--- config.mk ---
export PLATFORM = sky130hd
export DESIGN_NAME = itm_log_cell
export DESIGN_NICKNAME = d
export VERILOG_FILES = /design/src/design/itm_pkg.sv /design/src/design/itm_log_cell.sv
export SDC_FILE = /design/constraint.sdc
export NUM_CORES = 1
export LEC_CHECK = 0
export BUFFER_PORTS_ARGS = -buffer_cell sky130_fd_sc_hd__buf_4
export CORE_MARGIN = 5
export CORE_UTILIZATION = 70
export CTS_CLUSTER_DIAMETER = 50
export DETAILED_ROUTE_END_ITERATION = 16
export GPL_TIMING_DRIVEN = 0
export PLACE_DENSITY = 0.95
export SLEW_MARGIN = 20
export SYNTH_ARGS = -nofsm -noshare
export SYNTH_HDL_FRONTEND = slang
export SYNTH_SLANG_ARGS = --single-unit
--- constraint.sdc ---
create_clock -name clk -period 17.3 [get_ports clk]
set_input_delay 1.73 -clock clk [delete_from_list [all_inputs] [get_ports clk]]
set_output_delay 1.73 -clock clk [all_outputs]
set_load 0.005 [all_outputs]
--- src/design/itm_pkg.sv ---
// Package: payload types and fixed-point constants of the inverse exponential tone map.
package itm_pkg;

    localparam int WIDE   = 24;   // working channel precision, Q0.24
    localparam int R_QW   = 21;   // quotient bits of channel / luminance ratio
    localparam int T_QW   = 39;   // quotient bits of the tone scale T16
    localparam int NL_W   = 27;   // width of -log2 and -ln results in Q.24

    localparam logic [WIDE-1:0] W_R     = 24'd3568027;
    localparam logic [WIDE-1:0] W_G     = 24'd11998394;
    localparam logic [WIDE-1:0] W_B     = 24'd1210795;
    localparam logic [WIDE-1:0] LN2_Q24 = 24'd11629080;
    localparam logic [WIDE:0]   ONE_Q24 = 25'd16777216;
    localparam logic [WIDE:0]   FLOOR_T = 25'd167772;

    localparam logic [15:0] MIDDLE_GRAY_RST = 16'd11796;
    localparam logic [15:0] AVG_LOG_LUM_RST = 16'd4096;

    localparam logic REG_MIDDLE_GRAY = 1'b0;
    localparam logic REG_AVG_LOG_LUM = 1'b1;

    typedef struct packed {
        logic [15:0] red_in;
        logic [15:0] green_in;
        logic [15:0] blue_in;
    } pix_in_t;

    typedef struct packed {
        logic [31:0] red_out;
        logic [31:0] green_out;
        logic [31:0] blue_out;
        logic        saturated;
    } pix_out_t;

endpackage

--- src/design/itm_log_cell.sv ---
// One squaring step of the -log2 fraction extraction.
module itm_log_cell (
    input  logic                      clk,
    input  logic                      en,
    input  logic [itm_pkg::WIDE:0]    x_in,
    input  logic [itm_pkg::WIDE-1:0]  frac_in,
    input  logic [2:0]                e_in,
    output logic [itm_pkg::WIDE:0]    x_reg,
    output logic [itm_pkg::WIDE-1:0]  frac_reg,
    output logic [2:0]                e_reg
);

    logic [2*itm_pkg::WIDE+1:0] sq;
    logic [itm_pkg::WIDE+1:0]   y;
    logic [itm_pkg::WIDE:0]     x_next;
    logic [itm_pkg::WIDE-1:0]   frac_next;

    always_comb
    begin
        sq = x_in * x_in;
        y  = sq[2*itm_pkg::WIDE+1:itm_pkg::WIDE];
        // halve and emit a one bit when the square reached two
        if (y[itm_pkg::WIDE+1])
        begin
            x_next = y[itm_pkg::WIDE+1:1];
        end
        else
        begin
            x_next = y[itm_pkg::WIDE:0];
        end
        frac_next = {frac_in[itm_pkg::WIDE-2:0], y[itm_pkg::WIDE+1]};
    end

    always_ff @(posedge clk)
    begin
        if (en)
        begin
            x_reg    <= x_next;
            frac_reg <= frac_next;
            e_reg    <= e_in;
        end
    end

endmodule

==> metrics, run 1 <==
TNS Setup 0 ns; Syn Std Cell Area 19400 µm²; Primary FF master, synth edfxtp_1; Rel. slew slack 0.336; largest cells by area after synthesis fa_1 (48%), inv_1 (13%), ha_1 (12%); Synthesized Nets between 2000 and 3000; Avg Cell Area, Syn 9.53 µm²; post-synth top area cell fa_1; largest family of logic cells by synthesized area adder cells; Synth top area share 0.479; die height roughly 180 µm; total clock buffers created by CTS 5; crit path DAT 10.36 ns; RSZ-0062 raised after global routing no; met2 wire len approximately 28 mm; 1st-iter DRT viols approximately 1800; fillers around 1700; post-synthesis adder-cell area fraction 0.600; highest routed layer met5; #FFs+latches synth 52; max reg flops 25; Multi-input gate area ~15000 µm²; Synth Area in Compound Gates 0.0463; Root Driver clkbuf_16; All-Layer GR Usage 0.401; met1 wire length ~17 mm; Post-CTS Setup Bufs 0; Synthesis Warnings 0; vias between 15000 and 20000; EDFF count, synth 52; CP Max Fanout 10; global-route wire length before repair around 94 mm; fin crit period 10.32 ns; Crit Path Category in2reg; Max Freq 96.9 MHz; vias in the first global route approximately 18000; DRT Wirelength between 60 and 70 mm; final RePlAce weighted congestion a little over 1; CP Buf/Inv Count 8; remaining global-route overflow 0; Worst Hold End frac_reg[12]$_DFFE_PP_; Slew @ Worst Pin 0.997 ns; Final Setup Violations 0; HP Class in2reg; register area between 1500 and 2000 µm²; Levels on crit path 27; initial antenna violation count 3; cell family with most CP delay adder cells; # IOs around 110; initial core utilization 0.704; post-synthesis xor/xnor area fraction 0.0171; row count 61; status complete, no violations; Post-CTS Resized 0; number of library cell types mapped by synthesis a little over 60; MaxCap Viol Count 0; core area roughly 28000 µm²; sequential area share after synthesis 0.0803; most frequent CP cell fa_1; Buffers on Ports slightly above 100; Critical Path RT 17.34 ns; Hold-fix buffers, CTS 0; multiplexer share of the synthesized area 0.0108; hold path start frac_in[11]; Worst setup EP type flip-flop; Final ANT Viol Nets 0; Die W around 180 µm; Max Slew Vio Count 0; ys async rst share 0; First-pass DRT Iterations 6; share of layout cells above drive strength 1 0.0717; Post-Syn Instances between 2000 and 2500; CTS max path bufs 2; Avg WL per Cell between 20 and 25 µm; routed vias/inst 6.14; largest net degree at the start of global routing 53; Die ar. ~31000 µm²; Detail Route met3 WL roughly 8.3 mm; CP max stage cell clkbuf_1; Area Growth Syn to Fin 7.38%; hold path depth 1; nets between 2000 and 3000; fin crit share 0.596; CTS tree built; Startpoint Class input port; Clk pin slew, worst setup/hold paths about 0.070 ns; Hold Fails Final Rpt 0; critical path's largest stage delay 0.67 ns; post-DP HPWL between 40 and 50 mm; Synth Area in Simple Gates 0.101; CTS Sinks between 50 and 60; H-tree depth 2; DR DRC count 0
## layout make-up
class | instances | area share
diodes | 1 | 0.000120
plain buffers | 59 | 0.0112
clock buffers | 5 | 0.00599
clock inverters | 2 | 0.00288
inverters | 681 | 0.122
multi-input cells | 1247 | 0.723
flip-flops and latches | 52 | 0.0748
well taps | 378 | 0.0227
repair buffers | 103 | 0.0370
## stage by stage
step | hold WS, ns | util | worst slack, ns | std cells | instance area (µm²)
after floorplan | 1.83 | - | 8.73 | 2039 | 19400
after global placement | 1.91 | 0.749 | 7.38 | 2520 | 20700
after CTS | 1.61 | 0.755 | 7.39 | 2527 | 20900
after detailed placement | 1.91 | 0.749 | 7.15 | 2520 | 20700
final | 1.61 | 0.756 | 6.98 | 2528 | 20900
after global routing | 1.60 | 0.755 | 6.93 | 2527 | 20900
## cells in the final DEF (no fill, tap or decap), types with 3 or more instances in the layout
cell type  Yosys  layout
a31oi_1        6       6
o21a_1         3       3
a211oi_1       5       5
a21oi_1       38      38
mux2_2        16      16
o21ai_1        5       5
and3_1        10      10
inv_1        680     680
buf_2          4       4
clkbuf_1      52      52
mux2i_1        3       3
or2_2          3       3
and4_1         4       4
nor2_1        44      44
clkbuf_16      0       5
nand3_1        9       9
ha_1         189     189
nand2_1      183     183
o21ai_0       21      21
edfxtp_1      52      52
xor2_1        16      16
fa_1         465     465
xnor2_1       22      22
nor2b_1        6       6
buf_4          2     105
nand4_1       11      11
and2_1       122     122
a21o_1        26      26
## how the worst max path moves through the flow
stage                  from             endpoint  slack, ns
finish              x_in[3]  x_reg[18]$_DFFE_PP_       6.98
global route        x_in[3]  x_reg[17]$_DFFE_PP_       6.93
CTS                 x_in[3]  x_reg[17]$_DFFE_PP_       7.39
detailed placement  x_in[3]  x_reg[20]$_DFFE_PP_       7.15
global placement    x_in[3]  x_reg[19]$_DFFE_PP_       7.38
floorplan           x_in[3]  x_reg[10]$_DFFE_PP_       8.73
## Yosys cell counts, types with 21 or more instances
| library cell | number |
|---|---|
| inv_1 | 680 |
| a21oi_1 | 38 |
| nand2_1 | 183 |
| ha_1 | 189 |
| a21o_1 | 26 |
| clkbuf_1 | 52 |
| o21ai_0 | 21 |
| edfxtp_1 | 52 |
| xnor2_1 | 22 |
| fa_1 | 465 |
| nor2_1 | 44 |
| and2_1 | 122 |
## per-layer routing
layer | GRT usage | up-vias
met5 | 0 | -
met1 | 0.423 | 7401
met4 | 0.309 | 4
met2 | 0.656 | 1396
li1 | - | 6126
met3 | 0.145 | 585
## cell families (layout without fill, tap and decap cells)
kind of cell / after synthesis / after routing
AOI/OAI and AO/OA: 132 / 132
buffers and inverters: 740 / 850
adders and majority gates: 654 / 654
and+or+nand+nor: 404 / 404
DFF: 52 / 52
muxes: 19 / 19
xor gates and xnor gates: 38 / 38
other: 0 / 1
Power of run 1 is left out: the tool's default activity adds up to more than one toggle a clock period on the data nets, which glitch-free logic cannot reach.
==> run 2, diff against run 1 <==
--- a/config.mk
+++ b/config.mk
@@ -7,11 +7,11 @@
 export LEC_CHECK = 0
 export BUFFER_PORTS_ARGS = -buffer_cell sky130_fd_sc_hd__buf_4
 export CORE_MARGIN = 5
-export CORE_UTILIZATION = 70
+export CORE_UTILIZATION = 65
 export CTS_CLUSTER_DIAMETER = 50
 export DETAILED_ROUTE_END_ITERATION = 16
 export GPL_TIMING_DRIVEN = 0
-export PLACE_DENSITY = 0.95
+export PLACE_DENSITY = 0.94
 export SLEW_MARGIN = 20
 export SYNTH_ARGS = -nofsm -noshare
 export SYNTH_HDL_FRONTEND = slang
==> constraint.sdc (replaced) <==
create_clock -name clk -period 10.73 [get_ports clk]
set_input_delay 1.073 -clock clk [delete_from_list [all_inputs] [get_ports clk]]
set_output_delay 1.073 -clock clk [all_outputs]
set_load 0.005 [all_outputs]
==> metrics, run 2 (synthesis gave the netlist of run 1 again) <==
fillers between 1500 and 2000; remaining global-route overflow 0; First-pass DRT Iterations 6; initial antenna violation count 0; max reg flops 25; vias about 15000; HP Class in2reg; total clock buffers created by CTS 5; H-tree depth 2; All-Layer GR Usage 0.332; Startpoint Class input port; Final ANT Viol Nets 0; WHS between 0.9 and 1 ns; DR DRC count 0; largest net degree at the start of global routing 53; RSZ-0062 raised after global routing no; # IOs ~110; Crit Path Category in2reg; final RePlAce weighted congestion just over 1; Post-CTS Resized 0; CP Max Fanout 10; Avg WL per Cell 21.3 µm; vias in the first global route between 15000 and 20000; Max Slew Vio Count 0; CTS max path bufs 2; CTS tree built; row count between 60 and 70; CTS Sinks 52; initial core utilization 0.658; status complete, no violations; post-DP HPWL roughly 44 mm; fin crit period 9.46 ns; Buffers on Ports approximately 100; DRT Wirelength 54.0 mm; Die W 183 µm; MaxCap Viol Count 0; Area Growth Syn to Fin 7.32%; routed vias/inst 5.83; core area 29600 µm²; Rel. slew slack 0.400; Setup WS pre-CTS about 1.2 ns; 1st-iter DRT viols roughly 1300; Critical Path RT between 10 and 15 ns; n_diodes 0; most frequent cells in the layout inv_1 (680), fa_1 (465), ha_1 (189); Slew @ Worst Pin around 0.9 ns; Die ar. 33500 µm²; Max Freq 106 MHz; most common cell after layout, fill and taps aside inv_1; Root Driver clkbuf_16; Clk pin slew, worst setup/hold paths 0.07 ns; TNS Setup 0 ns; die height roughly 180 µm; global-route wire length before repair between 80 and 90 mm; worst setup margin between 1 and 1.5 ns; Worst setup EP type flip-flop; Hold-fix buffers, CTS 0; share of layout cells above drive strength 1 0.0712; Hold Fails Final Rpt 0; crit path DAT 9.50 ns; fin crit share 0.882; Post-CTS Setup Bufs 0; nets roughly 2900; Final Setup Violations 0
-- run 2: cell count changes in the layout (fill, tap and decap cells not counted) --
cell / before / now
bufinv_16: 2 / 1
clkinv_1: 0 / 2
diode_2: 1 / 0
-- run 2: final timing paths --
kind                        from               endpoint  slack, ns  depth (start not counted)
worst max-delay path     x_in[3]    x_reg[19]$_DFFE_PP_       1.27                         27
worst min-delay path  frac_in[0]  frac_reg[1]$_DFFE_PP_       0.95                          1
-- run 2: layout make-up --
cell class                      instances  area (µm²)  area share
Clock inverter                          3        37.5     0.00180
Tap cell                              390         488      0.0234
Timing Repair Buffer                  103         773      0.0371
Multi-Input combinational cell       1247       15100       0.723
Clock buffer                            5         125     0.00600
Sequential cell                        52        1560      0.0748
Buffer                                 59         234      0.0112
Inverter                              681        2560       0.123
-- run 2: layer usage --
metal / track usage / share of wire / up-vias
met3: 0.0775 / 0.11 / 353
met5: 0 / 0 / -
met1: 0.373 / 0.31 / 7304
met2: 0.576 / 0.49 / 1025
li1: - / - / 6129
met4: 0.202 / 0.085 / 0
-- run 2: per-stage QoR --
step,instance area [µm²],util,std cells
after floorplan,19400,-,2039
after global placement,20700,0.700,2532
after detailed placement,20700,0.700,2532
after CTS,20900,0.706,2540
after global routing,20900,0.706,2540
final,20900,0.706,2540
-- run 2: critical path: stages --
cell      delay [ns]
buf_4           0.15
clkbuf_1        0.55
clkbuf_1        0.70
nand2_1         0.24
fa_1            0.57
inv_1           0.06
fa_1            0.53
fa_1            0.55
inv_1           0.05
fa_1            0.50
inv_1           0.06
fa_1            0.48
fa_1            0.49
inv_1           0.05
fa_1            0.56
inv_1           0.06
ha_1            0.33
a21oi_1         0.15
o21ai_0         0.10
a31oi_1         0.43
o211ai_1        0.33
a31oi_1         0.37
o21ai_1         0.20
a21boi_2        0.27
o21ai_0         0.16
xor2_1          0.18
mux2_2          0.28
Power of run 2 is left out for the same reason.
