===== src/design/itm_div_cell.sv =====
// One restoring long-division step: one quotient bit per cell.
module itm_div_cell #(
    parameter int DW = 16,
    parameter int QW = 8
) (
    input  logic          clk,
    input  logic          en,
    input  logic [DW-1:0] rem_in,
    input  logic [QW-1:0] num_in,
    input  logic [QW-1:0] quo_in,
    input  logic [DW-1:0] div_in,
    output logic [DW-1:0] rem_reg,
    output logic [QW-1:0] num_reg,
    output logic [QW-1:0] quo_reg,
    output logic [DW-1:0] div_reg
);

    logic [DW:0]   trial;
    logic [DW:0]   diff;
    logic          ge;
    logic [DW-1:0] rem_next;

    always_comb
    begin
        trial = {rem_in, num_in[QW-1]};
        diff  = trial - {1'b0, div_in};
        ge    = (trial >= {1'b0, div_in});
        rem_next = ge ? diff[DW-1:0] : trial[DW-1:0];
    end

    always_ff @(posedge clk)
    begin
        if (en)
        begin
            rem_reg <= rem_next;
            num_reg <= {num_in[QW-2:0], 1'b0};
            quo_reg <= {quo_in[QW-2:0], ge};
            div_reg <= div_in;
        end
    end

endmodule


===== config.mk =====
export PLATFORM = sky130hd
export DESIGN_NAME = itm_div_cell
export DESIGN_NICKNAME = d
export VERILOG_FILES = /design/src/design/itm_div_cell.sv
export SDC_FILE = /design/constraint.sdc
export NUM_CORES = 1
export LEC_CHECK = 0
export BUFFER_PORTS_ARGS = -buffer_cell sky130_fd_sc_hd__buf_2
export CAP_MARGIN = 25
export CELL_PAD_IN_SITES_DETAIL_PLACEMENT = 0
export CELL_PAD_IN_SITES_GLOBAL_PLACEMENT = 1
export CORE_MARGIN = 4
export CORE_UTILIZATION = 41
export CTS_CLUSTER_SIZE = 8
export DETAILED_ROUTE_END_ITERATION = 8
export PLACE_DENSITY_LB_ADDON = 0.3
export SLEW_MARGIN = 20
export SYNTH_ARGS = -nofsm -noshare
export SYNTH_HDL_FRONTEND = slang
export SYNTH_SLANG_ARGS = --single-unit

===== constraint.sdc =====
create_clock -name clk -period 7 [get_ports clk]
set_input_delay 0.7 -clock clk [delete_from_list [all_inputs] [get_ports clk]]
set_output_delay 0.7 -clock clk [all_outputs]
set_load 0.01 [all_outputs]

==> flow_summary.ini, run 1 <==
[status]
status = complete, no violations

[cts]
post_cts_resized = 0
path_clk_slew_ps = 100
htree_levels = 2
post-cts-setup-buffers = 0
clock_sinks = 47
cts_buffers = 5
clockRootBuffer = clkbuf_8
cts-root-to-sink-buffers = 2
cts_tree = built
ctsHoldBuffers = 0

[power]
p_leak_nw = 1.45
p_per_area_mw_per_mm2 = 217
combPwrFrac_pct = 25.6
pwr-share-clk_pct = 24.0
seqPwrFrac_pct = 50.5
peakVddDrop_uv = 106
switchingPower_uw = 198
switching_share_pct = 28.4
internal_power_uw = 499

[min_path]
min_path_cells = 1
min_path_type = in -> reg

[route]
wl_met3_um = 461
route.vias.total = 1878
routedWlPerCell_um = 14.6
antenna_left = 0
drc = 0
wl_met1_um = 2550
wl_um = 5510
drt-vias-per-instance = 4.97
first_iter_violations = 67
top_layer_used = met4
dr_wl_met2_um = 2420
first_pass_iters = 4

[worst_setup_path]
arrival_ps = 3140
cp_slowest_stage_delay_ps = 670
crit_fanout = 17
path_cells = buf_2 > ha_1 > a211oi_1 > o211ai_1 > o21ai_2 > o211ai_2 > a31oi_4 > mux2_2
path_class = in -> reg
required_ps = 7060
start_kind = input pin
crit_path_end_kind = flip-flop
crit_slowest_cell = a31oi_4

[floorplanning]
num_rows = 28
start_util_pct = 42.9
core_area_mm2 = 0.00599
die_h_um = 87.1
chipWidth_um = 87.1
io_pins = 98
fp.dieArea_mm2 = 0.00759

[yosys]
ys_top_cells_by_count = edfxtp_1 (47), inv_1 (22), ha_1 (16)
syn-cell-area_mm2 = 0.00257
yosysSeqAreaShare_pct = 55.0
netlist.area_leader.share_pct = 55.0
synth_ff_type = edfxtp_1
yosysTopAreaCell = edfxtp_1
synth_nets = 271
synth_cell_type_count = 40
synth_edf_count = 47
yosys_warnings = 0
netlist_instances = 204
synth-async-reset-ratio_pct = 0
synthMostInstantiatedCell = edfxtp_1
post_synth.cell_area_avg_um2 = 12.6
synth_area_leaders = edfxtp_1 (55%), ha_1 (7.8%), mux2_4 (3.5%), inv_1 (3.2%), mux2_2 (3.1%)
ys_seq_elements = 47

[timing]
setup_ws_ps = 3920
rsz0062_at_grt = false
finalMaxSlewViolations = 0
setup_tns_ps = 0
fin_crit_sh_pct = 44.0
timing_hold_violations_final = 0
period_minus_slack_ps = 3080
max_slew_margin_pct = 48.8
fmax_mhz = 325
finalSetupViolCount = 0
tightest_slew_ps = 768

[cells_and_area]
fill_cells = 545
area_delta_synth_final_pct = 24.9
fin_nets = 369
drive_gt1_share_pct = 39.9
num_antenna_cells = 0

[global_route]
grt_pass1_vias = 1856
grt_antenna_before_repair = 0
grt_max_degree = 48
grt_pass1_wl_um = 8890
grt_usage_pct = 15.0
grt_overflow = 0

[flow_run]
maxCapViolCount = 0

[placed_design]
port_buffers = 95
dp_hpwl_um = 4220
gp_congestion = 0.812
preCtsSetupSlack_ps = 3580
[placed cells by master, fill, tap and decap left out, types with 2 or more instances in the layout]
cell	synthesis	routed
mux2_2	7	7
nand3_1	3	3
a21o_1	7	7
o21ai_0	12	12
edfxtp_1	47	47
o31a_1	2	2
nand4_1	2	2
a211oi_1	5	5
nor2b_1	3	3
clkbuf_8	0	5
ha_1	16	16
xnor2_1	6	6
a21oi_1	14	14
mux2i_1	2	2
mux2_4	6	6
inv_1	22	22
xor2_1	3	3
nor2_1	12	12
nand2_1	8	8
o21a_1	3	3
a21boi_0	2	2
buf_2	0	95
[metrics by stage]
stage	utilization, %	std cells	power [mW]	hold WS [ps]	area [um2]
after floorplan	-	204	0.473	799	2570
after global placement	51.7	369	0.533	877	3100
after detailed placement	51.7	369	0.537	878	3100
after CTS	53.2	377	0.705	559	3190
after global routing	53.5	378	0.738	551	3210
final	53.5	378	0.697	570	3210
[per-layer routing]
metal | track usage (%) | vias to the layer above
li1 | - | 954
met1 | 20.4 | 845
met2 | 24.0 | 74
met3 | 3.12 | 5
met4 | 5.02 | 0
met5 | 0 | -
[logic make-up after synthesis]
family                   Yosys count  share of synthesized area, %
multiplexers                      15                          7.36
flip-flops                        47                          55.0
adder cells (fa/ha/maj)           17                          8.58
other                              1                         0.146
buffers and inverters             27                          4.73
AND/OR/NAND/NOR                   33                          6.43
XOR/XNOR                           9                          3.07
AO/OA/AOI/OAI                     55                          14.7
[critical path: cells and delay by family]
kind | cells | cell delay, ps
muxes | 1 | 420
AOI/OAI and AO/OA | 5 | 1540
buffers and inverters | 1 | 100
adders and majority gates | 1 | 370
[worst paths after layout]
path	start	to	slack, ps
max	rem_in[3]	rem_reg[2]	3920
min	quo_in[3]	quo_reg[4]	570
[area by class of cell]
type,instances,area (um2),share of cell area [%]
repair buffers,96,495,15.5
clock buffers,5,68.8,2.15
multi-input cells,130,1030,32.3
inverters,22,82.6,2.58
clock inverters,3,20.0,0.624
well taps,75,93.8,2.93
flip-flops and latches,47,1410,44.0
[power groups by stage]
stage               logic, mW  registers (mW)  clock network [mW]
detailed placement      0.178           0.359                   0
finish                  0.178           0.352               0.167
floorplan              0.0960           0.377                   0
CTS                     0.179           0.353               0.174
global placement        0.175           0.358                   0
global route            0.198           0.355               0.185
Note: power is estimated with default switching activity, not from simulation.
==> run 2: changes to the inputs <==
ABC_AREA = 1   (was unset)
CORE_UTILIZATION = 36   (was 41)
clock period = 2.9 ns   (was 7 ns; I/O delays follow)
==> run 2 against run 1 <==
Critical path type unchanged. Total power up 140%. Utilization down 7.1 points. Setup slack worse by 2900 ps. Flip-flop and latch count unchanged. Clock power up 140%. Critical endpoint is now rem_reg[13]. Synthesized area up 6.8%.
==> flow_summary.ini, run 2 <==
[status]
status = complete, no violations

[global_route]
top_usage_layer = met2
grt_max_degree = 48
grt_usage_pct = 14.5
grt_pass1_vias = 2190
grt_pass1_wl_um = 10000
grt_overflow = 0
grt_antenna_before_repair = 0
use_met2_pct = 24.3
met1_usage_pct = 18.8
grt_use_met3_pct = 3.00

[timing]
tightest_slew_ps = 545
setup_ws_ps = 1070
fin_crit_sh_pct = 63.1
fmax_mhz = 546
timing_hold_violations_final = 0
rsz0062_at_grt = false
max_slew_margin_pct = 63.6
finalMaxSlewViolations = 0
setup_tns_ps = 0
period_minus_slack_ps = 1830
finalSetupViolCount = 0

[yosys]
synth_ff_type = edfxtp_1
yosysTopAreaCell = edfxtp_1
yosysSeqAreaShare_pct = 51.5
post_synth.cell_area_avg_um2 = 8.62
synth_edf_count = 47
ys_seq_elements = 47
netlist_instances = 318
synth_nets = 385
yosys_warnings = 0
synth_cell_type_count = 24
netlist.area_leader.share_pct = 51.5
synthMostInstantiatedCell = nand2_1
synth_area_leaders = edfxtp_1 (51%), nand2_1 (16%), inv_1 (8.2%), ha_1 (7.3%), nand3_1 (3.1%)
syn-cell-area_mm2 = 0.00274
synth-async-reset-ratio_pct = 0
ys_top_cells_by_count = nand2_1 (120), inv_1 (60), edfxtp_1 (47)

[power]
report.power.total_mw = 1.66
peakVddDrop_uv = 155
p_leak_nw = 1.80
p_per_area_mw_per_mm2 = 488

[cells_and_area]
post-route-util_pct = 46.5
fin_nets = 485
layout_commonest_cell = nand2_1
area_delta_synth_final_pct = 24.3
most-common-layout-cells = nand2_1 (120), buf_2 (95), inv_1 (60), edfxtp_1 (47), nand3_1 (17)
drive_gt1_share_pct = 26.7
num_antenna_cells = 0

[route]
routedWlPerCell_um = 12.1
wl_um = 6290
first_pass_iters = 6
drc = 0
first_iter_violations = 37
drt-vias-per-instance = 4.36
antenna_left = 0
route.vias.total = 2261

[cts]
cts_tree = built
clockRootBuffer = clkbuf_8
cts_buffers = 5
clock_sinks = 47
post-cts-setup-buffers = 0
ctsHoldBuffers = 0
path_clk_slew_ps = 90
htree_levels = 2
cts-root-to-sink-buffers = 2
post_cts_resized = 0

[worst_setup_path]
path_class = in -> reg
crit_end = rem_reg[13]
arrival_ps = 2000
critPathLaunch = div_in[6]
crit_path_end_kind = flip-flop
required_ps = 3070
start_kind = input pin
crit_fanout = 14

[placed_design]
port_buffers = 95
dp_hpwl_um = 4960
gp_congestion = 0.828
preCtsSetupSlack_ps = 692

[floorplanning]
die_h_um = 95.3
num_rows = 31
io_pins = 98
start_util_pct = 37.4
core_area_mm2 = 0.00733
chipWidth_um = 95.3
fp.dieArea_mm2 = 0.00908

[min_path]
min_path_type = in -> reg

[flow_run]
maxCapViolCount = 0
## run 2: cell count changes after synthesis, moves of 4 or more
cell / before / now
a211oi_1: 5 / 0
a21o_1: 7 / 0
a21oi_1: 14 / 9
inv_1: 22 / 60
mux2_2: 7 / 0
mux2_4: 6 / 0
nand2_1: 8 / 120
nand3_1: 3 / 17
nor2_1: 12 / 16
o21ai_0: 12 / 2
xnor2_1: 6 / 1
## run 2: cell families after synthesis
kind of cell | after synthesis | share of synthesized area [%]
flops | 47 | 51.5
compound gates | 12 | 2.28
xor+xnor | 6 | 1.92
simple gates | 171 | 26.1
other cells | 1 | 0.137
buf+inv | 64 | 10.0
fa+ha+maj | 17 | 8.03
## run 2: area by class of cell
cell class,instances,area [um2]
multi-input combinational,207,1050
inverter,60,225
timing repair buffer,97,503
tap,99,124
clock inverter,3,20.0
fill,767,3920
sequential,47,1410
clock buffer,5,68.8
## run 2: per-stage QoR
| stage | cells | hold WS (ps) | cell area [um2] |
|---|---|---|---|
| global route | 518 | 134 | 3410 |
| CTS | 517 | 153 | 3390 |
| detailed placement | 509 | 468 | 3300 |
| floorplan | 318 | 389 | 2740 |
| finish | 518 | 162 | 3410 |
| global placement | 509 | 466 | 3300 |
## run 2: how the worst min path moves through the flow
stage / start / end / slack [ps] / cells past startpoint
2_1_floorplan: div_in[0] / div_reg[0] / 390 / 0
3_3_place_gp: num_in[6] / num_reg[7] / 470 / 1
3_5_place_dp: num_in[4] / num_reg[5] / 470 / 1
4_1_cts: quo_in[5] / quo_reg[6] / 150 / 1
5_1_grt: quo_in[0] / quo_reg[1] / 130 / 1
6_report: num_in[4] / num_reg[5] / 160 / 1
## run 2: layer usage
metal	wire [um]	share of wire [%]
met1	2910	46
met2	2950	47
met3	366	5.8
met4	62	0.99
met5	0	0
## run 2: critical path, cell delays in order
cell and delay, ps:
buf_2 90, inv_1 40, ha_1 330, nand2_1 90, nand2_1 100, nand2_1 80, nand2_1 70, inv_1 90
nand3_2 90, nand2_1 80, nand2_2 50, inv_1 410, nand2_1 90, nand2_1 100
## run 2: power by group
group | internal [mW] | total (mW) | switching (mW)
Combinational | 0.165 | 0.419 | 0.255
Sequential | 0.832 | 0.846 | 0.0141
Clock | 0.168 | 0.398 | 0.230
Total | 1.16 | 1.66 | 0.498
==> run 3: changes to the inputs <==
clock period = 1.8 ns   (was 2.9 ns; I/O delays follow)
==> run 3 against run 2 <==
Flip-flop and latch count unchanged. Largest cell class unchanged. Sequential power up 61%. Global-route usage down 0.19 points. Utilization up 4.5 points. Final area up 9.7%. Setup slack worse by 850 ps. Wire length down 0.30%. Total power up 77%. Cell count up 7.3%. Via count up 5.9%. Combinational power up 89%.
==> flow_summary.ini, run 3 (same netlist as run 2, synthesis figures left out) <==
[worst_setup_path]
crit_path_frequent_cell = nand2_1
arrival_ps = 1640
path_buf_inv = 5
cp_slowest_stage_delay_ps = 330
path_cells = buf_2 > inv_1 > ha_1 > nand2_1 > inv_1 > nand2_1 > nor3_1 > nand2_1 > nand2_4 > inv_1 > buf_4 > nand2_1 > nand2_1
crit_slowest_cell = ha_1
path_class = in -> reg
crit_path_end_kind = flip-flop
critical_path.top_delay_family = simple AND/OR/NAND/NOR gates
crit_fanout = 6
required_ps = 1860
start_kind = input pin

[placed_design]
port_buffers = 95
gp_congestion = 0.818
place_area_mm2 = 0.00360
dp_hpwl_um = 5100

[power]
switchingPower_uw = 829
p_per_area_mw_per_mm2 = 789
combPwrFrac_pct = 26.9
p_leak_nw = 1.99
seqPwrFrac_pct = 46.1
pwr-share-clk_pct = 27.0
internal_power_mw = 2.12
peakVddDrop_uv = 337
switching_share_pct = 28.1

[route]
first_pass_iters = 4
route.vias.total = 2395
routedWlPerCell_um = 11.3
first_iter_violations = 65
drt-vias-per-instance = 4.31
wl_um = 6270
antenna_left = 0
drc = 0

[cts]
htree_levels = 2
cts_buffers = 5
cts_tree = built
clock_sinks = 47
ctsHoldBuffers = 0
clockRootBuffer = clkbuf_8
cts-root-to-sink-buffers = 2
post_cts_resized = 0
path_clk_slew_ps = 90
post-cts-setup-buffers = 0

[min_path]
min_path_type = in -> reg

[floorplanning]
chipWidth_um = 95.3
core_area_mm2 = 0.00733
fp.dieArea_mm2 = 0.00908
start_util_pct = 37.4
die_h_um = 95.3
num_rows = 31
io_pins = 98

[cells_and_area]
fill_cells = 724
num_antenna_cells = 0
most-common-layout-cells = nand2_1 (120), buf_2 (95), inv_1 (60), edfxtp_1 (47), buf_4 (39)
layout_commonest_cell = nand2_1
area_delta_synth_final_pct = 36.4
finish.instance_area_mm2 = 0.00374
drive_gt1_share_pct = 33.5
fin_nets = 523

[flow_run]
maxCapViolCount = 0

[global_route]
grt_antenna_before_repair = 0
grt_pass1_vias = 2229
grt_max_degree = 48
grt_overflow = 0
grt_pass1_wl_um = 10000
grt_usage_pct = 14.3

[timing]
finalSetupViolCount = 0
finalMaxSlewViolations = 0
hold-worst-slack_ps = 51.3
fmax_mhz = 633
fin_crit_sh_pct = 87.8
timing_hold_violations_final = 0
setup_tns_ps = 0
period_minus_slack_ps = 1580

[status]
status = complete, no violations
==> run 3: cell count changes in the layout (fill, tap and decap cells not counted) <==
cell       previous run  this run
ha_2                  0         1
ha_1                 16        14
ha_4                  0         1
buf_4                 1        39
bufinv_16             0         1
inv_6                 0         1
clkinv_1              1         0
nand2_4               0         1
clkinv_4              1         0
nand2_2               2         1
==> run 3: layout make-up <==
class,count,area (um2),share of cell area (%)
clock buffer,5,68.8,1.84
clock inverter,3,46.3,1.24
inverter,60,225,6.02
multi-input combinational,207,1070,28.7
sequential,47,1410,37.8
tap,99,124,3.31
timing repair buffer,135,788,21.1
==> run 3: layer usage <==
metal	part of all wire, %	global-route usage (%)
met5	0	0
met4	1.1	4.69
met3	7.3	3.08
met2	46	23.4
met1	45	18.8
==> run 3: through the flow <==
stage	setup WS (ps)	instances	power, mW	utilization (%)
2_1_floorplan	150	318	1.82	-
3_3_place_gp	-114	548	2.18	49.2
3_5_place_dp	-152	548	2.18	49.2
4_1_cts	174	556	2.99	50.7
5_1_grt	-10.1	556	3.16	51.0
6_report	220	556	2.95	51.0
==> run 3: worst paths after layout <==
kind	endpoint	depth (start not counted)	from	slack, ps
worst max-delay path	rem_reg[15]	13	div_in[9]	220
worst min-delay path	quo_reg[2]	1	quo_in[1]	50
==> run 3: power groups by stage <==
stage                     clock, mW  combinational, mW  sequential, mW
after CTS                     0.831              0.800            1.36
after global placement            0              0.790            1.39
after global routing          0.885              0.904            1.37
after floorplan                   0              0.357            1.46
after detailed placement          0              0.798            1.39
final                         0.797              0.792            1.36
